File: config.mk
export PLATFORM = sky130hd
export DESIGN_NAME = layer_morph_attenuator
export DESIGN_NICKNAME = d
export VERILOG_FILES = /design/src/rtl/lma_pkg.sv /design/src/rtl/lma_mul.sv /design/src/rtl/lma_table.sv /design/src/rtl/layer_morph_attenuator.sv
export SDC_FILE = /design/constraint.sdc
export NUM_CORES = 2
export LEC_CHECK = 0
export ABC_CLOCK_PERIOD_IN_PS = 13290
export BUFFER_PORTS_ARGS = -buffer_cell sky130_fd_sc_hd__buf_2
export CORE_UTILIZATION = 40
export DETAILED_ROUTE_END_ITERATION = 12
export PLACE_DENSITY = 0.61
export SYNTH_ARGS = -nofsm -noshare
export SYNTH_HDL_FRONTEND = slang
export SYNTH_HIERARCHICAL = 1
export SYNTH_SLANG_ARGS = --single-unit
File: constraint.sdc
create_clock -name clock -period 13.29 [get_ports clock]
set_input_delay 0.6645 -clock clock [delete_from_list [all_inputs] [get_ports clock]]
set_output_delay 0.6645 -clock clock [all_outputs]
set_load 0.01 [all_outputs]
File: src/rtl/lma_pkg.sv
// ----------------------------------------------------------------------------
// lma_pkg
// Shared widths, register indexes and defaults for the layer morph attenuator.
// ----------------------------------------------------------------------------
`default_nettype none

package lma_pkg;

   // default array geometry
   localparam int LMA_NUM_LAYERS   = 8;
   localparam int LMA_NUM_CHANNELS = 16;

   // item field widths
   localparam int LMA_CH_W    = 4;
   localparam int LMA_LAYER_W = 3;
   localparam int LMA_LEVEL_W = 16;
   localparam int LMA_IN_W    = 56;
   localparam int LMA_OUT_W   = 24;

   // shared multiplier operand and product widths
   localparam int LMA_MUL_W  = 18;
   localparam int LMA_PROD_W = 36;

   // configuration port
   localparam int LMA_CSR_ADDR_W = 2;
   localparam int LMA_CSR_DATA_W = 16;
   localparam logic [LMA_CSR_ADDR_W-1:0] LMA_REG_SELECT_BASE  = 2'd0;
   localparam logic [LMA_CSR_ADDR_W-1:0] LMA_REG_MORPH_ENABLE = 2'd1;
   localparam logic [LMA_CSR_ADDR_W-1:0] LMA_REG_SLEW_ENABLE  = 2'd2;

   // command codes carried in tuser
   localparam logic LMA_CMD_WRITE  = 1'b0;
   localparam logic LMA_CMD_SAMPLE = 1'b1;

endpackage

`default_nettype wire

File: src/rtl/lma_mul.sv
// ----------------------------------------------------------------------------
// lma_mul
// Shared signed multiplier with a registered product, reused by the position, crossfade and gain steps.
// ----------------------------------------------------------------------------
`default_nettype none

module lma_mul (
   input  wire logic                                  clock,
   input  wire logic signed [lma_pkg::LMA_MUL_W-1:0]  op_a,
   input  wire logic signed [lma_pkg::LMA_MUL_W-1:0]  op_b,
   output logic signed      [lma_pkg::LMA_PROD_W-1:0] prod
);

   logic signed [lma_pkg::LMA_PROD_W-1:0] prod_ff;

   // one product per cycle, ready the cycle after the operands
   always_ff @(posedge clock) begin
      prod_ff <= op_a * op_b;
   end

   assign prod = prod_ff;

endmodule

`default_nettype wire

File: src/rtl/lma_table.sv
// ----------------------------------------------------------------------------
// lma_table
// Level table memory, one write and one registered read port per cycle.
// Per-entry valid bits make unwritten entries read as zero after reset.
// ----------------------------------------------------------------------------
`default_nettype none

module lma_table #(
   parameter int DEPTH = lma_pkg::LMA_NUM_LAYERS * lma_pkg::LMA_NUM_CHANNELS,
   parameter int AW    = $clog2(DEPTH)
) (
   input  wire logic                                   clock,
   input  wire logic                                   reset,
   input  wire logic                                   wr_en,
   input  wire logic        [AW-1:0]                   wr_addr,
   input  wire logic signed [lma_pkg::LMA_LEVEL_W-1:0] wr_data,
   input  wire logic        [AW-1:0]                   rd_addr,
   output logic signed      [lma_pkg::LMA_LEVEL_W-1:0] rd_level
);

   logic signed [lma_pkg::LMA_LEVEL_W-1:0] mem_ff [DEPTH];
   logic        [DEPTH-1:0]                vld_ff;
   logic signed [lma_pkg::LMA_LEVEL_W-1:0] rd_data_ff;
   logic                                   rd_vld_ff;

   // storage array, no reset
   always_ff @(posedge clock) begin
      if (wr_en) begin
         mem_ff[wr_addr] <= wr_data;
      end
      rd_data_ff <= mem_ff[rd_addr];
   end

   // valid bits, cleared at once by reset
   always_ff @(posedge clock) begin
      if (reset) begin
         vld_ff    <= '0;
         rd_vld_ff <= 1'b0;
      end else begin
         if (wr_en) begin
            vld_ff[wr_addr] <= 1'b1;
         end
         rd_vld_ff <= vld_ff[rd_addr];
      end
   end

   // never written entries read as a zero level
   assign rd_level = rd_vld_ff ? rd_data_ff : '0;

endmodule

`default_nettype wire

File: src/rtl/layer_morph_attenuator.sv
// ----------------------------------------------------------------------------
// layer_morph_attenuator
// Table driven multi-channel attenuator with layer crossfade and level slew.
// ----------------------------------------------------------------------------
// A write beat (tuser command 0) stores one Q1.15 level for a layer and
// channel; writes to a layer or channel beyond the array are dropped. A sample
// beat (command 1) is worked through a sequencer around one shared 18x18
// multiplier and the single read port of the level table: the block accepts it
// only while idle, then steps through position multiply, clamp, two table
// reads, crossfade multiply, round, slew, gain multiply and output in morph
// mode, or skips the crossfade multiply and round in nearest-layer mode, and
// takes no new beat until it is back in idle. The output register lets the
// next beat in while a result waits; a sample only stalls when the previous
// result is still not taken at its output step. Sample beats on a channel
// beyond the array give no result. Table levels read as zero after reset until
// written; no clearing pass is needed.
// ----------------------------------------------------------------------------
`default_nettype none

module layer_morph_attenuator #(
   parameter int NUM_LAYERS   = lma_pkg::LMA_NUM_LAYERS,
   parameter int NUM_CHANNELS = lma_pkg::LMA_NUM_CHANNELS
) (
   input  wire logic                                 clock,
   input  wire logic                                 reset,
   // tdata: channel, layer_index, level_value, select_offset, sample_in,
   //        input_connected
   input  wire logic                                 req_tvalid,
   output logic                                      req_tready,
   input  wire logic [lma_pkg::LMA_IN_W-1:0]         req_tdata,
   // tuser: command
   input  wire logic [0:0]                           req_tuser,
   output logic                                      rsp_tvalid,
   input  wire logic                                 rsp_tready,
   // tdata: channel_out, sample_out, zero pad
   output logic [lma_pkg::LMA_OUT_W-1:0]             rsp_tdata,
   input  wire logic                                 csr_wr_en,
   input  wire logic [lma_pkg::LMA_CSR_ADDR_W-1:0]   csr_addr,
   input  wire logic [lma_pkg::LMA_CSR_DATA_W-1:0]   csr_wdata
);

   localparam int LW    = $clog2(NUM_LAYERS);
   localparam int CW    = (NUM_CHANNELS > 1) ? $clog2(NUM_CHANNELS) : 1;
   localparam int DEPTH = NUM_LAYERS * NUM_CHANNELS;
   localparam int AW    = $clog2(DEPTH);
   localparam int PW    = $clog2(NUM_LAYERS * 65536 + 1);
   localparam int HW    = PW - 16;
   localparam int MW    = lma_pkg::LMA_MUL_W;
   localparam int QW    = lma_pkg::LMA_PROD_W;
   localparam int VW    = lma_pkg::LMA_LEVEL_W;

   localparam logic [PW-1:0]        POS_TOP    = PW'(NUM_LAYERS * 65536);
   localparam logic signed [QW-1:0] POS_TOP_Q  = QW'(NUM_LAYERS * 65536);
   localparam logic [HW-1:0]        LAST_HI    = HW'(NUM_LAYERS - 1);
   localparam logic [HW:0]          LAST_NEAR  = (HW + 1)'(NUM_LAYERS - 1);
   localparam logic [LW-1:0]        LAST_LAYER = LW'(NUM_LAYERS - 1);

   // sequencer states
   localparam logic [3:0] S_IDLE  = 4'd0;
   localparam logic [3:0] S_POS   = 4'd1;
   localparam logic [3:0] S_CLAMP = 4'd2;
   localparam logic [3:0] S_RDA   = 4'd3;
   localparam logic [3:0] S_RDB   = 4'd4;
   localparam logic [3:0] S_LERP  = 4'd5;
   localparam logic [3:0] S_MIX   = 4'd6;
   localparam logic [3:0] S_SLEW  = 4'd7;
   localparam logic [3:0] S_MUL   = 4'd8;
   localparam logic [3:0] S_OUT   = 4'd9;

   // input beat fields
   logic [lma_pkg::LMA_CH_W-1:0]    in_ch;
   logic [lma_pkg::LMA_LAYER_W-1:0] in_layer;
   logic signed [VW-1:0]            in_level;
   logic signed [VW-1:0]            in_offset;
   logic signed [VW-1:0]            in_sample;
   logic                            in_conn;
   logic                            req_beat;

   assign in_ch     = req_tdata[3:0];
   assign in_layer  = req_tdata[6:4];
   assign in_level  = req_tdata[22:7];
   assign in_offset = req_tdata[38:23];
   assign in_sample = req_tdata[54:39];
   assign in_conn   = req_tdata[55];
   assign req_beat  = req_tvalid && req_tready;

   // configuration registers
   logic [15:0] sel_base_ff;
   logic        morph_ff;
   logic        slew_ff;

   always_ff @(posedge clock) begin
      if (reset) begin
         sel_base_ff <= '0;
         morph_ff    <= 1'b0;
         slew_ff     <= 1'b0;
      end else if (csr_wr_en) begin
         unique case (csr_addr)
            lma_pkg::LMA_REG_SELECT_BASE:  sel_base_ff <= csr_wdata;
            lma_pkg::LMA_REG_MORPH_ENABLE: morph_ff    <= csr_wdata[0];
            lma_pkg::LMA_REG_SLEW_ENABLE:  slew_ff     <= csr_wdata[0];
            default: ;
         endcase
      end
   end

   // state and item registers
   logic [3:0]                   state_ff, state_in;
   logic [lma_pkg::LMA_CH_W-1:0] ch_ff;
   logic signed [VW-1:0]         off_ff;
   logic signed [VW-1:0]         smp_ff;
   logic                         conn_ff;
   logic [PW-1:0]                pos_ff, pos_in;
   logic [LW-1:0]                b_ff;
   logic [16:0]                  m_ff;
   logic signed [VW-1:0]         la_ff;
   logic signed [VW-1:0]         target_ff, target_in;
   logic signed [VW-1:0]         level_ff, level_in;
   logic signed [VW-1:0]         last_ff [NUM_CHANNELS];
   logic                         rsp_valid_ff;
   logic [lma_pkg::LMA_CH_W-1:0] rsp_ch_ff;
   logic signed [VW-1:0]         rsp_smp_ff, rsp_smp_in;

   logic [CW-1:0] ch_idx;
   logic          out_free;
   logic          ch_ok;
   logic          wr_ok;

   assign ch_idx   = ch_ff[CW-1:0];
   assign out_free = !rsp_valid_ff || rsp_tready;
   assign ch_ok    = 32'(in_ch) < NUM_CHANNELS;
   assign wr_ok    = ch_ok && (32'(in_layer) < NUM_LAYERS);

   // shared multiplier and level table
   logic signed [MW-1:0] mul_a, mul_b;
   logic signed [QW-1:0] mul_p;
   logic                 tbl_wr_en;
   logic [AW-1:0]        tbl_wr_addr;
   logic [AW-1:0]        tbl_rd_addr;
   logic signed [VW-1:0] tbl_level;

   lma_mul u_mul (
      .clock (clock),
      .op_a  (mul_a),
      .op_b  (mul_b),
      .prod  (mul_p)
   );

   assign tbl_wr_en   = (state_ff == S_IDLE) && req_beat &&
                        (req_tuser[0] == lma_pkg::LMA_CMD_WRITE) && wr_ok;
   assign tbl_wr_addr = AW'(32'(in_layer) * NUM_CHANNELS + 32'(in_ch));

   lma_table #(
      .DEPTH (DEPTH),
      .AW    (AW)
   ) u_table (
      .clock    (clock),
      .reset    (reset),
      .wr_en    (tbl_wr_en),
      .wr_addr  (tbl_wr_addr),
      .wr_data  (in_level),
      .rd_addr  (tbl_rd_addr),
      .rd_level (tbl_level)
   );

   // select sum and clamp of the scaled position
   logic signed [17:0] sel_sum;
   assign sel_sum = $signed({2'b00, sel_base_ff}) + $signed({off_ff[15], off_ff, 1'b0});

   always_comb begin
      if (mul_p < 0) begin
         pos_in = '0;
      end else if (mul_p > POS_TOP_Q) begin
         pos_in = POS_TOP;
      end else begin
         pos_in = mul_p[PW-1:0];
      end
   end

   // floor layer, next layer and fraction for morph, nearest layer otherwise
   logic [HW-1:0] pos_hi;
   logic [HW-1:0] a_hi;
   logic [PW:0]   pos_rnd;
   logic [HW:0]   near_hi;
   logic [LW-1:0] a_idx;
   logic [LW-1:0] b_idx;
   logic [16:0]   m_val;

   always_comb begin
      pos_hi  = pos_ff[PW-1:16];
      a_hi    = (pos_hi > LAST_HI) ? LAST_HI : pos_hi;
      pos_rnd = {1'b0, pos_ff} + (PW + 1)'(32768);
      near_hi = pos_rnd[PW:16];
      m_val   = {pos_hi != a_hi, pos_ff[15:0]};
      if (morph_ff) begin
         a_idx = a_hi[LW-1:0];
      end else if (near_hi > LAST_NEAR) begin
         a_idx = LAST_LAYER;
      end else begin
         a_idx = near_hi[LW-1:0];
      end
      b_idx = (a_idx == LAST_LAYER) ? a_idx : a_idx + 1'b1;
   end

   // crossfade difference and rounded blend
   logic signed [16:0]   lv_diff;
   logic signed [QW-1:0] mix_rnd;
   logic signed [QW-1:0] mix_sh;

   assign lv_diff   = {tbl_level[15], tbl_level} - {la_ff[15], la_ff};
   assign mix_rnd   = mul_p + QW'(32768);
   assign mix_sh    = mix_rnd >>> 16;
   assign target_in = la_ff + mix_sh[VW-1:0];

   // slew one 128th of the gap, at least one step while a gap remains
   logic signed [VW-1:0] last_cur;
   logic signed [16:0]   sl_d;
   logic signed [16:0]   sl_neg;
   logic signed [16:0]   sl_step;

   always_comb begin
      last_cur = last_ff[ch_idx];
      sl_d     = {target_ff[15], target_ff} - {last_cur[15], last_cur};
      sl_neg   = -sl_d;
      if (sl_d[16]) begin
         sl_step = -(sl_neg >>> 7);
      end else begin
         sl_step = sl_d >>> 7;
      end
      if (sl_step == '0 && sl_d != '0) begin
         sl_step = sl_d[16] ? -17'sd1 : 17'sd1;
      end
      level_in = slew_ff ? last_cur + sl_step[VW-1:0] : target_ff;
   end

   // rounded, saturated gain product, or the level for an open input
   logic signed [QW-1:0] out_rnd;
   logic signed [QW-1:0] out_sh;

   always_comb begin
      out_rnd = mul_p + QW'(16384);
      out_sh  = out_rnd >>> 15;
      if (!conn_ff) begin
         rsp_smp_in = level_ff;
      end else if (out_sh > QW'(32767)) begin
         rsp_smp_in = 16'sh7fff;
      end else if (out_sh < -QW'(32768)) begin
         rsp_smp_in = 16'sh8000;
      end else begin
         rsp_smp_in = out_sh[VW-1:0];
      end
   end

   // multiplier operands and table read address by step
   // gain operands stay on while the output step waits, so the product holds
   always_comb begin
      mul_a       = '0;
      mul_b       = '0;
      tbl_rd_addr = '0;
      unique case (state_ff)
         S_POS: begin
            mul_a = sel_sum;
            mul_b = MW'(NUM_LAYERS);
         end
         S_RDA: begin
            tbl_rd_addr = AW'(32'(a_idx) * NUM_CHANNELS + 32'(ch_idx));
         end
         S_RDB: begin
            tbl_rd_addr = AW'(32'(b_ff) * NUM_CHANNELS + 32'(ch_idx));
         end
         S_LERP: begin
            mul_a = {lv_diff[16], lv_diff};
            mul_b = $signed({1'b0, m_ff});
         end
         S_MUL, S_OUT: begin
            mul_a = {{2{level_ff[15]}}, level_ff};
            mul_b = {{2{smp_ff[15]}}, smp_ff};
         end
         default: ;
      endcase
   end

   // sequencer next state
   always_comb begin
      state_in = state_ff;
      unique case (state_ff)
         S_IDLE: begin
            if (req_beat && req_tuser[0] == lma_pkg::LMA_CMD_SAMPLE && ch_ok) begin
               state_in = S_POS;
            end
         end
         S_POS:   state_in = S_CLAMP;
         S_CLAMP: state_in = S_RDA;
         S_RDA:   state_in = S_RDB;
         S_RDB:   state_in = morph_ff ? S_LERP : S_SLEW;
         S_LERP:  state_in = S_MIX;
         S_MIX:   state_in = S_SLEW;
         S_SLEW:  state_in = S_MUL;
         S_MUL:   state_in = S_OUT;
         S_OUT:   state_in = out_free ? S_IDLE : S_OUT;
         default: state_in = S_IDLE;
      endcase
   end

   assign req_tready = (state_ff == S_IDLE);

   // control state
   always_ff @(posedge clock) begin
      if (reset) begin
         state_ff     <= S_IDLE;
         rsp_valid_ff <= 1'b0;
      end else begin
         state_ff <= state_in;
         if (state_ff == S_OUT && out_free) begin
            rsp_valid_ff <= 1'b1;
         end else if (rsp_tready) begin
            rsp_valid_ff <= 1'b0;
         end
      end
   end

   // slew memory per channel
   always_ff @(posedge clock) begin
      if (reset) begin
         for (int i = 0; i < NUM_CHANNELS; i++) begin
            last_ff[i] <= '0;
         end
      end else if (state_ff == S_SLEW) begin
         last_ff[ch_idx] <= level_in;
      end
   end

   // datapath registers
   always_ff @(posedge clock) begin
      if (state_ff == S_IDLE && req_beat) begin
         ch_ff   <= in_ch;
         off_ff  <= in_offset;
         smp_ff  <= in_sample;
         conn_ff <= in_conn;
      end
      if (state_ff == S_CLAMP) begin
         pos_ff <= pos_in;
      end
      if (state_ff == S_RDA) begin
         b_ff <= b_idx;
         m_ff <= m_val;
      end
      if (state_ff == S_RDB) begin
         la_ff     <= tbl_level;
         target_ff <= tbl_level;
      end
      if (state_ff == S_MIX) begin
         target_ff <= target_in;
      end
      if (state_ff == S_SLEW) begin
         level_ff <= level_in;
      end
      if (state_ff == S_OUT && out_free) begin
         rsp_ch_ff  <= ch_ff;
         rsp_smp_ff <= rsp_smp_in;
      end
   end

   assign rsp_tvalid = rsp_valid_ff;
   assign rsp_tdata  = {4'b0000, rsp_smp_ff, rsp_ch_ff};

`ifndef ASSERT_OFF
   // a table write never starts the sample sequence
   assert property (@(posedge clock) disable iff (reset)
      (req_beat && req_tuser[0] == lma_pkg::LMA_CMD_WRITE) |=> state_ff == S_IDLE)
      else $error("table write left the idle state");

   // an in-range sample beat starts the position step
   assert property (@(posedge clock) disable iff (reset)
      (req_beat && req_tuser[0] == lma_pkg::LMA_CMD_SAMPLE && ch_ok) |=> state_ff == S_POS)
      else $error("sample beat did not start the sequence");

   // a result appears only out of the output step
   assert property (@(posedge clock) disable iff (reset)
      $rose(rsp_tvalid) |-> $past(state_ff == S_OUT))
      else $error("result shown outside the output step");

   // the output step waits while an earlier result is stalled
   assert property (@(posedge clock) disable iff (reset)
      (state_ff == S_OUT && rsp_valid_ff && !rsp_tready) |=> state_ff == S_OUT)
      else $error("output step overran a stalled result");
`endif

endmodule

`default_nettype wire
==> flow_summary_export.csv <==
group,metric,value,unit
run_status,outcome,"finished, final reports clean",
placement,place.detailed.hpwl,196,mm
synthesis,synth_common_cells,"2,449 x edfxtp_1, 737 x nor2_1, 509 x mux4_2",
synthesis,synth_area,0.120,sq mm
critical_path,cp_max_fo,43,
detailed_routing,dr_wl_met2,149,mm
global_routing,grt_pass1_wl,462,mm
critical_path,path_class,"register to register",
die,dieArea,0.302,sq mm
placement,finalWeightedCongestion,0.881,
layout,final_cell_area,0.135,sq mm
power_and_ir_drop,power_density,133,mW/mm^2
die,ioPinCount,106,
detailed_routing,wl_met1,132,mm
global_routing,overflow,0,
critical_path,r2r-end,"last_ff[4][15]",
sta,timing_hold_violations_final,0,
synthesis,yosysTopAreaCell,"edfxtp_1",
sta,relSlewSlack,0.0883,
sta,tns,0,ns
hold_path,hold_class,"input port to register",
synthesis,synthDominantCellAreaShare,0.614,
sta,slew_viol_final,0,
detailed_routing,drt-initial-drc-count,7372,
synthesis,synthCells,7548,
hold_path,hold_path_end,"smp_ff[3]",
detailed_routing,maxUsedRoutingLayer,"met5",
synthesis,synth_area_per_cell,15.9,sq um
detailed_routing,antenna_left,0,
cts,cts_sinks,2657,
cts,post_cts_resized,0,
placement,numPortBuffers,101,
cts,clkLatencyLatePin,0.89,ns
detailed_routing,via_per_inst,5.60,
synthesis,async_flop_share,0,
critical_path,cpMaxStageDelayCell,"dfxtp_4",
critical_path,cp.arrival,11.95,ns
critical_path,endpoint_kind,"register",
detailed_routing,drt-pass1-iter-count,6,
cts,cts_tree,"built",
synthesis,synth_area_leaders,"edfxtp_1 61%, mux4_2 9.6%, fa_1 5.6%, dfxtp_1 3.5%, mux2i_1 2.8%",
synthesis,synth-seq-cells,2657,
layout,syn2layout_area_growth,12.4,%
global_routing,grt_max_degree,113,
critical_path,critPathMaxStageDelay,0.92,ns
cts,cts_setup_buffers,0,
power_and_ir_drop,leakagePower,45.6,nW
sta,setup_viol,0,
cts,cts.path.max_buffers,4,
power_and_ir_drop,max-vdd-ir-drop,0.116,mV
die,initial_utilization,0.403,
sta,post-route-min-period,11.43,ns
cts,cts-root-buf,"clkbuf_16",
detailed_routing,wl_met3,25.0,mm
synthesis,ys_warn_count,6,
sta,worst_pin_slew,1.37,ns
hold_path,min_path_cells,1,
die,rows,200,
power_and_ir_drop,finalPower,18.0,mW
synthesis,synth_ff_type,"edfxtp_1",
sta,rsz0062_at_grt,"false",
cts,ctsHoldBuffers,31,
critical_path,startpoint_type,"register",
layout,finish.net_count,8435,
detailed_routing,wl,317,mm
global_routing,grt.total_usage,0.208,
detailed_routing,wl_per_cell,26.4,um
die,die_h,549,um
synthesis,ys_types,93,
synthesis,synth_seq_area_share,0.648,
die,core_area,0.298,sq mm
cts,numCtsBuffers,281,
global_routing,grt_pass1_vias,67000,
sta,finalCritPeriodShare,0.860,
sta,final.setup_skew,0.0929,ns
critical_path,r2r_cells,31,
job,max-cap-violations,0,
critical_path,required,13.81,ns
hold_path,min-delay-start,"req_tdata[42]",
synthesis,synth_most_common_cell,"edfxtp_1",
cts,ctsHtreeMaxLevel,5,
detailed_routing,route.detailed.drc,0,
sta,max_freq,87.5,MHz
synthesis,synth_edf_count,2449,
placement,place_area,0.126,sq mm
detailed_routing,vias,67200,
layout,drive_gt1_frac,0.170,
global_routing,antenna_found_initial,23,
critical_path,ff2ff_setup_slack,1.86,ns
die,die_w,549,um
cts,clkTransAtPathRegs,0.06,ns
[routing by layer]
layer | GRT usage | vias to the layer above
li1 | - | 28900
met1 | 0.290 | 35100
met2 | 0.332 | 2698
met3 | 0.0357 | 528
met4 | 0.0676 | 14
met5 | 0 | -
[cell usage in the layout (no fill, tap or decap), types with 76 or more instances in the layout]
master,count
a21oi_1,195
a22oi_1,171
and2_1,220
buf_2,84
buf_4,276
clkbuf_16,288
dfxtp_1,206
edfxtp_1,2449
fa_1,334
ha_1,180
inv_1,493
mux2i_1,329
mux4_2,509
nand2_1,340
nand3_1,130
nor2_1,726
o21ai_0,76
xnor2_1,89
[final cells by class]
type	count	area (sq um)
Timing Repair Buffer	398	2930
Clock inverter	121	953
Antenna cell	5	12.5
Clock buffer	373	7620
Multi-Input combinational cell	4008	38700
Fill cell	25600	163000
Sequential cell	2657	77700
Tap cell	3939	4930
Inverter	495	1860
[cell families after synthesis]
kind of cell	after synthesis	synth area share
other	1	0.0000313
XOR/XNOR	134	0.00979
flip-flops	2657	0.648
buffers and inverters	886	0.0309
AO/OA/AOI/OAI	734	0.0415
AND/OR/NAND/NOR	1760	0.0695
multiplexers	862	0.125
adder cells (fa/ha/maj)	514	0.0746
[flip-flops by register name, summed over array words and instances, names as in the netlist, 17 cells and up, named ones only]
| signal | count |
|---|---|
| u_mul/prod | 36 |
| u_table/vld_ff | 128 |
| u_table/mem_ff | 2048 |
| pos_ff | 20 |
| last_ff | 256 |
| m_ff | 17 |
[report_power, final]
group	switching, mW	leakage (nW)	internal [mW]
registers	0.0474	24.1	9.19
clock network	3.18	4.19	4.24
logic	0.873	17.3	0.451
[how the worst max path moves through the flow]
stage	start	endpoint	slack [ns]	cells after the start
2_1_floorplan	register	last_ff[10][14]	3.41	35
3_3_place_gp	register	last_ff[10][14]	2.22	31
3_5_place_dp	register	last_ff[12][14]	2.05	31
4_1_cts	register	last_ff[8][15]	2.03	31
5_1_grt	register	last_ff[1][14]	1.12	31
6_report	register	last_ff[4][15]	1.86	31
[stage by stage]
| step | setup WS, ns | utilization | cells | hold slack (ns) |
|---|---|---|---|---|
| 6_report | 1.86 | 0.453 | 12000 | 0.0675 |
| 5_1_grt | 1.12 | 0.453 | 12000 | 0.0349 |
| 4_1_cts | 2.03 | 0.453 | 12000 | 0.00554 |
| 3_5_place_dp | 2.05 | 0.423 | 11500 | 0.405 |
| 3_3_place_gp | 2.22 | 0.423 | 11500 | 0.402 |
| 2_1_floorplan | 3.41 | - | 7551 | 0.400 |
[worst max-delay path: cells and delay by family, from the launching register on]
kind | cells | cell delay [ns]
AO/OA/AOI/OAI | 14 | 4.17
AND/OR/NAND/NOR | 9 | 3.32
adder cells (fa/ha/maj) | 4 | 1.19
multiplexers | 2 | 1.10
flip-flops | 1 | 0.92
XOR/XNOR | 2 | 0.33
(Power assumes the default switching activity.)
